File: src/hw/rtl/spims_pkg.sv
// Shared types and constants of the SPI master shift engine.
package spims_pkg;

  localparam int unsigned DataW   = 32;
  localparam int unsigned MaxBits = 32;
  localparam int unsigned CountW  = 6;
  localparam int unsigned BitIdxW = $clog2(DataW);
  localparam int unsigned HalfW   = 8;

  localparam logic [HalfW-1:0] HalfDefault = 8'd2;

  typedef enum logic [1:0] {
    CmdTick  = 2'd0,
    CmdRead  = 2'd1,
    CmdWrite = 2'd2,
    CmdRsvd  = 2'd3
  } cmd_e;

  typedef enum logic [1:0] {
    KindIdle  = 2'd0,
    KindRead  = 2'd1,
    KindWrite = 2'd2
  } kind_e;

  typedef enum logic {
    CfgBitOrder   = 1'b0,
    CfgHalfPeriod = 1'b1
  } cfg_idx_e;

  typedef struct packed {
    logic             sclk;
    logic             mosi;
    logic             busy;
    logic             done;
    logic [DataW-1:0] read_data;
  } res_t;

endpackage

File: src/hw/rtl/spi_master_shift_engine.sv
// Top level of the tick-driven SPI master shift engine.
//
// Each input beat is one tick of the serial interface: a command (plain tick,
// start read, start write), a bit count, the word to send and the sampled
// MISO level. Each accepted beat yields exactly one output beat with the SCLK
// and MOSI levels for that tick, the busy and done flags and the last read word.
// Commands that arrive while a transfer runs are ignored.
// The state update for a tick is one pass of logic into the output register, so
// one beat is taken every cycle unless the receiver stalls. When it stalls, the
// result waits in the output register; a new beat is accepted in the same cycle
// the waiting one is taken. Configuration writes (bit order, half period) take
// effect at once. The user must issue them only while no transfer runs and no
// result is pending; the block itself does not enforce this.
// Reset clears the engine to idle with SCLK and MOSI low, bit order MSB first
// and a half period of two ticks; no clearing pass is needed.
module spi_master_shift_engine (
  input  logic                          clk_i,
  input  logic                          rst_ni,
  input  logic                          cfg_we_i,
  input  logic                          cfg_index_i,
  input  logic [spims_pkg::HalfW-1:0]   cfg_wdata_i,
  input  logic                          in_valid_i,
  output logic                          in_ready_o,
  input  logic [1:0]                    command_i,
  input  logic [spims_pkg::CountW-1:0]  bit_count_i,
  input  logic [spims_pkg::DataW-1:0]   write_data_i,
  input  logic                          miso_level_i,
  output logic                          out_valid_o,
  input  logic                          out_ready_i,
  output logic                          sclk_level_o,
  output logic                          mosi_level_o,
  output logic                          busy_res_o,
  output logic                          done_res_o,
  output logic [spims_pkg::DataW-1:0]   read_data_o
);
  import spims_pkg::*;

  logic  accept;
  logic  out_valid_q;
  res_t  res;
  res_t  res_q;

  assign in_ready_o = !out_valid_q || out_ready_i;
  assign accept     = in_valid_i && in_ready_o;

  spims_core u_core (
    .clk_i        (clk_i),
    .rst_ni       (rst_ni),
    .cfg_we_i     (cfg_we_i),
    .cfg_index_i  (cfg_index_i),
    .cfg_wdata_i  (cfg_wdata_i),
    .step_i       (accept),
    .command_i    (command_i),
    .bit_count_i  (bit_count_i),
    .write_data_i (write_data_i),
    .miso_level_i (miso_level_i),
    .res_o        (res)
  );

  always_ff @(posedge clk_i or negedge rst_ni) begin
    if (!rst_ni) begin
      out_valid_q <= 1'b0;
    end else if (accept) begin
      out_valid_q <= 1'b1;
    end else if (out_ready_i) begin
      out_valid_q <= 1'b0;
    end
  end

  always_ff @(posedge clk_i) begin
    if (accept) begin
      res_q <= res;
    end
  end

  assign out_valid_o  = out_valid_q;
  assign sclk_level_o = res_q.sclk;
  assign mosi_level_o = res_q.mosi;
  assign busy_res_o   = res_q.busy;
  assign done_res_o   = res_q.done;
  assign read_data_o  = res_q.read_data;

endmodule

File: src/hw/rtl/spims_core.sv
// Per-tick state update of the shift engine and its configuration registers.
module spims_core (
  input  logic                            clk_i,
  input  logic                            rst_ni,
  input  logic                            cfg_we_i,
  input  logic                            cfg_index_i,
  input  logic [spims_pkg::HalfW-1:0]     cfg_wdata_i,
  input  logic                            step_i,
  input  logic [1:0]                      command_i,
  input  logic [spims_pkg::CountW-1:0]    bit_count_i,
  input  logic [spims_pkg::DataW-1:0]     write_data_i,
  input  logic                            miso_level_i,
  output spims_pkg::res_t                 res_o
);
  import spims_pkg::*;

  logic              order_cfg_q;
  logic [HalfW-1:0]  half_q;

  logic [DataW-1:0]  shift_q, shift_d;
  logic [CountW-1:0] bits_left_q, bits_left_d;
  logic [CountW-1:0] total_q, total_d;
  logic [HalfW-1:0]  tick_q, tick_d;
  logic              phase_q, phase_d;
  kind_e             kind_q, kind_d;
  logic              order_q, order_d;
  logic              mosi_q, mosi_d;
  logic [DataW-1:0]  rdata_q, rdata_d;

  logic [CountW-1:0]  start_bits;
  logic [BitIdxW-1:0] msb_idx;
  logic [BitIdxW-1:0] lsb_pos;
  logic               sclk;
  logic               done;

  always_ff @(posedge clk_i or negedge rst_ni) begin
    if (!rst_ni) begin
      order_cfg_q <= 1'b0;
      half_q      <= HalfDefault;
    end else if (cfg_we_i) begin
      unique case (cfg_idx_e'(cfg_index_i))
        CfgBitOrder:   order_cfg_q <= cfg_wdata_i[0];
        CfgHalfPeriod: half_q <= (cfg_wdata_i == '0) ? HalfDefault : cfg_wdata_i;
        default:       ;
      endcase
    end
  end

  assign start_bits = (bit_count_i > CountW'(MaxBits)) ? CountW'(MaxBits) : bit_count_i;
  assign msb_idx    = BitIdxW'(bits_left_q - CountW'(1));
  assign lsb_pos    = BitIdxW'(total_q - bits_left_q);

  always_comb begin
    shift_d     = shift_q;
    bits_left_d = bits_left_q;
    total_d     = total_q;
    tick_d      = tick_q;
    phase_d     = phase_q;
    kind_d      = kind_q;
    order_d     = order_q;
    mosi_d      = mosi_q;
    rdata_d     = rdata_q;
    sclk        = 1'b0;
    done        = 1'b0;

    if (kind_q == KindIdle) begin
      if (command_i == CmdRead || command_i == CmdWrite) begin
        kind_d      = (command_i == CmdRead) ? KindRead : KindWrite;
        bits_left_d = start_bits;
        total_d     = start_bits;
        shift_d     = (command_i == CmdWrite) ? write_data_i : '0;
        order_d     = order_cfg_q;
        phase_d     = 1'b0;
        tick_d      = '0;
      end
    end else if (tick_q != '0) begin
      tick_d = tick_q - HalfW'(1);
      sclk   = phase_q;
    end else if (phase_q) begin
      phase_d = 1'b0;
      tick_d  = half_q - HalfW'(1);
    end else if (bits_left_q == '0) begin
      done = 1'b1;
      if (kind_q == KindRead) begin
        rdata_d = shift_q;
      end
      kind_d = KindIdle;
    end else begin
      if (kind_q == KindWrite) begin
        if (order_q) begin
          mosi_d  = shift_q[0];
          shift_d = shift_q >> 1;
        end else begin
          mosi_d = shift_q[msb_idx];
        end
        tick_d = half_q - HalfW'(1);
      end else begin
        // LSB-first reads place each bit at its final position directly.
        if (order_q) begin
          shift_d = shift_q | (DataW'(miso_level_i) << lsb_pos);
        end else begin
          shift_d = {shift_q[DataW-2:0], miso_level_i};
        end
        tick_d = '0;
      end
      bits_left_d = bits_left_q - CountW'(1);
      phase_d     = 1'b1;
      sclk        = 1'b1;
    end
  end

  always_ff @(posedge clk_i or negedge rst_ni) begin
    if (!rst_ni) begin
      shift_q     <= '0;
      bits_left_q <= '0;
      total_q     <= '0;
      tick_q      <= '0;
      phase_q     <= 1'b0;
      kind_q      <= KindIdle;
      order_q     <= 1'b0;
      mosi_q      <= 1'b0;
      rdata_q     <= '0;
    end else if (step_i) begin
      shift_q     <= shift_d;
      bits_left_q <= bits_left_d;
      total_q     <= total_d;
      tick_q      <= tick_d;
      phase_q     <= phase_d;
      kind_q      <= kind_d;
      order_q     <= order_d;
      mosi_q      <= mosi_d;
      rdata_q     <= rdata_d;
    end
  end

  assign res_o.sclk      = sclk;
  assign res_o.mosi      = mosi_d;
  assign res_o.busy      = (kind_d != KindIdle);
  assign res_o.done      = done;
  assign res_o.read_data = rdata_d;

endmodule

File: config.mk
export PLATFORM = sky130hd
export DESIGN_NAME = spi_master_shift_engine
export DESIGN_NICKNAME = d
export VERILOG_FILES = /design/src/hw/rtl/spims_pkg.sv /design/src/hw/rtl/spi_master_shift_engine.sv /design/src/hw/rtl/spims_core.sv
export SDC_FILE = /design/constraint.sdc
export NUM_CORES = 1
export LEC_CHECK = 0
export BUFFER_PORTS_ARGS = -buffer_cell sky130_fd_sc_hd__buf_2
export CELL_PAD_IN_SITES_DETAIL_PLACEMENT = 1
export CELL_PAD_IN_SITES_GLOBAL_PLACEMENT = 1
export CORE_ASPECT_RATIO = 0.8
export CORE_MARGIN = 5
export CORE_UTILIZATION = 43
export CTS_CLUSTER_SIZE = 8
export DETAILED_ROUTE_END_ITERATION = 10
export PLACE_DENSITY_LB_ADDON = 0.3
export SETUP_SLACK_MARGIN = 0.2
export SYNTH_ARGS = -nofsm -noshare
export SYNTH_HDL_FRONTEND = slang
export SYNTH_HIERARCHICAL = 1
export SYNTH_SLANG_ARGS = --single-unit
File: constraint.sdc
create_clock -name clk_i -period 2.8 [get_ports clk_i]
set_clock_uncertainty 0.1 [all_clocks]
set_input_delay 0.14 -clock clk_i [delete_from_list [all_inputs] [get_ports clk_i]]
set_output_delay 0.14 -clock clk_i [all_outputs]
set_load 0.01 [all_outputs]
==> run metrics, run 1 <==
nets@finish=832; FF+latch count, synth=134; dpl hpwl=15.6 mm; Pleak=4.22 nW; Crit path max-delay family=simple AND/OR/NAND/NOR gates; dpl cells=946; leading post-synthesis cells by instance count=97 x dfrtp_1, 66 x mux2_1, 39 x nand2b_1; Synth async-reset ratio=73.1%; most frequent cell on the critical path=nor3b_4; CTS buffer count=17; RSZ-0062 raised after global routing=true; outcome=complete, no violations; I/O Pins=93; largest net degree at the start of global routing=48; Avg Cell Area, Syn=11.7 sq um; Synth cell types=71; Synth Instances=659; initial antenna violation count=0; Starting Density=44.1%; htree depth=4; Syn Nets=724; clock-pin transition on the worst setup and hold timing paths=0.06 ns; utilization after layout=53.9%; Die Y=130 microns; crit-path max FO=32; count leader, synth=dfrtp_1; count of pins over their slew limit=0; register area=3540 sq um; DIE AREA=20700 sq um; Buf/Inv on CP=2; max cap viols=0; crit path capture type=register; ys flop type=dfrtp_1; worst path cell trace=inv_2, ha_1, nor3b_4, nor3b_4, and3_4, nand3b_4, buf_12, mux2_1; DP Area=8400 sq um; Final WS setup=0.254 ns; Clock Latency Late Sink=0.42 ns; Diodes inserted=0; Non-Filler Instances=1005; CTS tree=yes; core footprint=17500 sq um; Avg Vias per Cell=6.00; final hold violation count=0; row count=43; Final GP Congestion=0.842; # fillers=1825; Startpoint Class=register; Yosys Warn Count=6; Max VDD drop=0.483 mV; measured slew at the worst slew-check pin=0.650 ns; clk sink count=134; first drt pass iteration count=7; first-pass GRT wire length=35.8 mm; routed via count=6031; setup_tns=0 ns; critical path class=register to register; Residual DRC=0; Min-Delay Path Class=input pin to register; area share of the largest cell type after synthesis=31.5%; Max Clock Freq=393 MHz; Clk Tree Root Cell=clkbuf_16; Period minus WS final=2.55 ns; global-route total usage across every layer=22.0%; post-synthesis sequential area ratio=45.8%; mapped cell area=7720 sq um; crit path DAT=2.61 ns; DRT iter0 DRCs=375; Post-DRT Antenna Nets=0; WL final=23.3 mm; area occupied by multi-input gates=4000 sq um; Largest stage delay, worst path=0.41 ns; Setup WS pre-CTS=0.0531 ns; Avg WL per Cell=23.2 microns; I/O Buffers=92; largest area contributor in the netlist=dfrtp_1; total gr overflow=0; clock tree buffer depth=2; Max-slew headroom=56.7%; Pwr Density=1050 nW/um^2; Post-synth EDFFs=36; Final Cell Area=9420 sq um; Die Width=160 microns; crit share post-route=90.9%; setup violators final=0; WP data required=2.86 ns; vias in the first global route=6497; slowest CP cell=dfrtp_1; share of layout cells above drive strength 1=31.2%; Synth area leaders=dfrtp_1 31%, edfxtp_1 14%, mux2_1 9.6%, mux2_4 5.8%, o221ai_1 3.6%; Layout area overhead=22.1%
-- repair_timing --
| item | in CTS | in global routing |
|---|---|---|
| gates resized for setup | 10 | 25 |
| endpoints found under the hold margin | 64 | 0 |
| endpoints found under the setup margin | 100 | 105 |
| pin swaps | 0 | 7 |
| gates cloned | 0 | 3 |
| hold buffers | 18 | 0 |
| setup buffers | 2 | 4 |
-- logic make-up (layout without fill, tap and decap cells) --
family          after synthesis  after routing  synth area share (%)
buf+inv                      72            193                  4.54
fa+ha+maj                    10             10                  1.72
simple gates                146            146                  10.9
flops                       134            134                  45.8
compound gates              164            164                  15.6
xor+xnor                     15             15                  1.70
mux                         118            118                  19.8
-- routing by layer --
| metal | vias to the layer above | track usage (%) | wire (microns) |
|---|---|---|---|
| met1 | 3116 | 27.9 | 10200 |
| met3 | 33 | 5.65 | 1120 |
| met4 | 0 | 7.54 | 415 |
| li1 | 2710 | - | - |
| met5 | - | 0 | 0 |
| met2 | 172 | 37.3 | 11600 |
-- sequential cells by signal, summed over array words and instances (netlist names) --
name                flops
sclk_level_o            1
u_core/mosi_q           1
u_core/order_cfg_q      1
u_core/bits_left_q      6
out_valid_o             1
u_core/phase_q          1
u_core/order_q          1
u_core/total_q          5
mosi_level_o            1
u_core/tick_q           8
u_core/half_q           8
read_data_o            32
busy_res_o              1
u_core/shift_q         32
u_core/rdata_q         32
u_core/kind_q           2
done_res_o              1
-- report_power, final --
part           total, mW  switching, mW  internal [mW]
Combinational       4.49           2.46           2.03
Clock               2.27          0.873           1.40
Sequential          3.14          0.726           2.41
-- through the flow --
step | hold slack [ns] | power (mW)
after floorplan | -0.256 | 5.89
after global placement | 0.0893 | 6.81
after detailed placement | 0.0949 | 7.05
after CTS | 0.0153 | 9.56
after global routing | 0.0398 | 10.4
final | 0.0430 | 9.90
-- final cells by class --
type | count | share of cell area (%)
well taps | 225 | 2.99
inverters | 22 | 0.876
clock inverters | 13 | 1.67
repair buffers | 139 | 9.89
multi-input cells | 453 | 42.4
flip-flops and latches | 134 | 37.6
clock buffers | 19 | 4.59
-- final timing paths --
| check | startpoint | end | slack, ns | cells after the start |
|---|---|---|---|---|
| setup / recovery | u_core/bits_left_q[1]$_DFFE_PN0P_ | read_data_o[29]$_DFFE_PP_ | 0.25 | 8 |
| hold / removal | write_data_i[31] | u_core/shift_q[31]$_DFFE_PN0P_ | 0.04 | 4 |
| setup reg to reg | u_core/bits_left_q[1]$_DFFE_PN0P_ | read_data_o[29]$_DFFE_PP_ | 0.25 | 8 |
| hold reg to reg | u_core/rdata_q[19]$_DFFE_PN0P_ | u_core/rdata_q[19]$_DFFE_PN0P_ | 0.39 | 1 |
| max in group asynchronous | rst_ni | u_core/half_q[1]$_DFFE_PN1P_ | 1.57 | 3 |
| min in group asynchronous | rst_ni | u_core/tick_q[1]$_DFFE_PN0P_ | 0.16 | 2 |
-- tightest hold or removal path, delay by kind of cell --
family          cells  cell delay (ns)
compound gates      2             0.15
mux                 1             0.14
buf+inv             1             0.11
-- cell usage in the layout (no fill, tap or decap), types with 4 or more instances in the layout --
| cell | netlist | layout |
|---|---|---|
| edfxtp_1 | 36 | 36 |
| dlygate4sd3_1 | 0 | 18 |
| a311oi_1 | 4 | 4 |
| mux2_2 | 10 | 10 |
| o221ai_2 | 0 | 8 |
| nand3_1 | 4 | 4 |
| o21ai_0 | 20 | 19 |
| dfrtp_1 | 97 | 94 |
| ha_1 | 9 | 8 |
| nor2b_1 | 6 | 4 |
| nor3b_4 | 1 | 4 |
| nor2_1 | 22 | 22 |
| a22oi_1 | 29 | 29 |
| clkbuf_16 | 0 | 19 |
| nand2b_1 | 39 | 38 |
| a21oi_1 | 17 | 16 |
| mux2i_1 | 4 | 4 |
| mux2_1 | 66 | 65 |
| buf_4 | 7 | 24 |
| mux2_4 | 30 | 31 |
| clkinv_2 | 0 | 5 |
| mux4_2 | 8 | 8 |
| nor3_1 | 10 | 10 |
| buf_2 | 7 | 91 |
| xor2_1 | 8 | 8 |
| nand2_1 | 37 | 36 |
| o211ai_1 | 31 | 31 |
| o221ai_1 | 32 | 24 |
| inv_1 | 21 | 20 |
| xnor2_1 | 7 | 6 |
(Power assumes the default switching activity.)
==> run 2, diff against run 1 <==
--- a/config.mk
+++ b/config.mk
@@ -5,12 +5,13 @@
 export SDC_FILE = /design/constraint.sdc
 export NUM_CORES = 1
 export LEC_CHECK = 0
+export ABC_AREA = 1
 export BUFFER_PORTS_ARGS = -buffer_cell sky130_fd_sc_hd__buf_2
 export CELL_PAD_IN_SITES_DETAIL_PLACEMENT = 1
 export CELL_PAD_IN_SITES_GLOBAL_PLACEMENT = 1
 export CORE_ASPECT_RATIO = 0.8
 export CORE_MARGIN = 5
-export CORE_UTILIZATION = 43
+export CORE_UTILIZATION = 39
 export CTS_CLUSTER_SIZE = 8
 export DETAILED_ROUTE_END_ITERATION = 10
 export PLACE_DENSITY_LB_ADDON = 0.3
==> run 2 against run 1 <==
Against the previous run: flip-flop and latch count unchanged; cell count up 34%; hold slack worse by 0.015 ns; critical path depth up 3; die area up 8.7%; clock-buffer cell count down 2; clock power up 8%; power up 13%; area after synthesis down 0.83%; setup slack better by 0.031 ns.
==> run metrics, run 2 <==
Final Cell Area=9380 sq um; Max VDD drop=0.696 mV; reg2reg start=u_core/total_q[0]$_DFFE_PN0P_; # fillers=2346; core footprint=19100 sq um; Die Width=167 microns; FF+latch count, synth=134; Pwr Density=1190 nW/um^2; Post-synth EDFFs=36; crit path DAT=2.76 ns; max cap viols=0; first-pass GRT wire length=39.9 mm; Die Y=135 microns; Post-DRT Antenna Nets=0; DP Area=8410 sq um; post-synthesis sequential area ratio=46.2%; count of pins over their slew limit=0; row count=45; crit share post-route=89.8%; Min-Delay Endpoint=u_core/total_q[0]$_DFFE_PN0P_; Avg Cell Area, Syn=7.94 sq um; CTS tree=yes; Synth area leaders=dfrtp_1 32%, edfxtp_1 14%, nand2_1 12%, nand3_1 9.4%, o21ai_0 4.6%; final hold violation count=0; WP data required=3.05 ns; Min-Delay Path Class=input pin to register; DRT iter0 DRCs=517; Syn Nets=1029; Max Clock Freq=398 MHz; commonest non-fill, non-tap cell in the layout=nand2_1; Layout area overhead=22.5%; Synth Instances=964; Pleak=4.37 nW; leading post-synthesis cells by instance count=252 x nand2_1, 144 x nand3_1, 97 x dfrtp_1; I/O Pins=93; area share of the largest cell type after synthesis=31.7%; WL final=24.9 mm; largest net degree at the start of global routing=74; vias in the first global route=7570; Residual DRC=0; initial antenna violation count=0; Max-slew headroom=44.0%; worst reg2reg path depth=11; CTS buffer count=17; DIE AREA=22500 sq um; nets@finish=1137; share of layout cells above drive strength 1=18.9%; Startpoint Class=register; Total Power=11.1 mW; dpl hpwl=16.1 mm; RSZ-0062 raised after global routing=true; most frequent cells in the layout=251 x nand2_1, 144 x nand3_1, 96 x dfrtp_1; RR Endpoint=u_core/shift_q[4]$_DFFE_PN0P_; clock-pin transition on the worst setup and hold timing paths=0.06 ns; count leader, synth=nand2_1; Synth cell types=36; Final GP Congestion=0.881; Avg WL per Cell=18.6 microns; crit path capture type=register; I/O Buffers=92; ys flop type=dfrtp_1; Starting Density=40.0%; total gr overflow=0; routed via count=7230; Period minus WS final=2.51 ns; Hold Crit Start=bit_count_i[0]; Avg Vias per Cell=5.39; Yosys Warn Count=6; global-route total usage across every layer=22.0%; setup violators final=0; htree depth=4; mapped cell area=7650 sq um; clk sink count=134; r2r setup slk=0.29 ns; critical path class=register to register; Clk Tree Root Cell=clkbuf_16; Synth async-reset ratio=73.1%; first drt pass iteration count=5; clock tree buffer depth=2; hold depth=5; crit-path max FO=5; measured slew at the worst slew-check pin=0.840 ns; largest area contributor in the netlist=dfrtp_1; Diodes inserted=0; outcome=complete, no violations; setup_tns=0 ns; Clock Latency Late Sink=0.42 ns
run 2: per-stage QoR:
stage / util (%) / hold slack, ns / setup WS (ns) / instances
6_report: 49.0 / 0.0277 / 0.285 / 1342
5_1_grt: 49.0 / 0.0476 / 0.142 / 1342
4_1_cts: 48.3 / 0.00831 / 0.207 / 1335
3_5_place_dp: 43.9 / 0.0908 / 0.270 / 1284
3_3_place_gp: 43.9 / 0.0921 / 0.366 / 1284
2_1_floorplan: - / -0.256 / 0.206 / 964
run 2: worst max-delay path: stages (launching register included):
cell	delay (ns)
dfrtp_1	0.36
inv_1	0.07
ha_1	0.14
inv_1	0.06
fa_1	0.43
xor2_2	0.31
inv_1	0.14
nor2_1	0.32
nand3_1	0.15
nand3_1	0.11
o211ai_1	0.11
a21boi_1	0.15
run 2: final cells by class:
cell class / count / area [sq um] / share of cell area (%)
clock buffers: 17 / 425 / 4.54
inverters: 87 / 333 / 3.55
clock inverters: 14 / 209 / 2.23
multi-input cells: 689 / 3580 / 38.2
well taps: 258 / 323 / 3.44
repair buffers: 143 / 971 / 10.4
flip-flops and latches: 134 / 3540 / 37.7
run 2: routing by layer:
metal / up-vias / GRT usage [%] / share of wire, %
li1: 3435 / - / -
met1: 3573 / 29.1 / 46
met2: 196 / 38.0 / 48
met3: 26 / 3.79 / 4.9
met4: 0 / 5.00 / 1.2
met5: - / 0 / 0
run 2: cell families after synthesis:
group           after synthesis  synth area share, %
xor+xnor                     17                 2.14
fa+ha+maj                    10                 1.73
compound gates              187                 16.1
buf+inv                     141                 7.57
simple gates                475                 26.3
flops                       134                 46.2
run 2: power breakdown:
group	total (mW)	switching, mW	leakage, nW	internal [mW]
sequential	2.91	0.346	1.58	2.56
clock	2.45	0.881	0.304	1.57
combinational	5.78	3.90	2.49	1.88
total	11.1	5.13	4.37	6.01
run 2: how the worst max path moves through the flow:
stage | from | end | slack [ns] | cells past startpoint
floorplan | out_valid_o$_DFFE_PN0P_ | u_core/shift_q[16]$_DFFE_PN0P_ | 0.21 | 11
global placement | u_core/bits_left_q[1]$_DFFE_PN0P_ | read_data_o[28]$_DFFE_PP_ | 0.37 | 10
detailed placement | u_core/total_q[0]$_DFFE_PN0P_ | u_core/shift_q[20]$_DFFE_PN0P_ | 0.27 | 11
CTS | u_core/bits_left_q[1]$_DFFE_PN0P_ | u_core/shift_q[26]$_DFFE_PN0P_ | 0.21 | 13
global route | u_core/tick_q[0]$_DFFE_PN0P_ | u_core/shift_q[17]$_DFFE_PN0P_ | 0.14 | 14
finish | u_core/total_q[0]$_DFFE_PN0P_ | u_core/shift_q[4]$_DFFE_PN0P_ | 0.29 | 11
run 2: timing repair:
item / in CTS / in global routing
hold buffers: 20 / 0
endpoints found under the setup margin: 0 / 90
endpoints found under the hold margin: 57 / 0
resized for setup: 0 / 15
setup buffers: 0 / 3
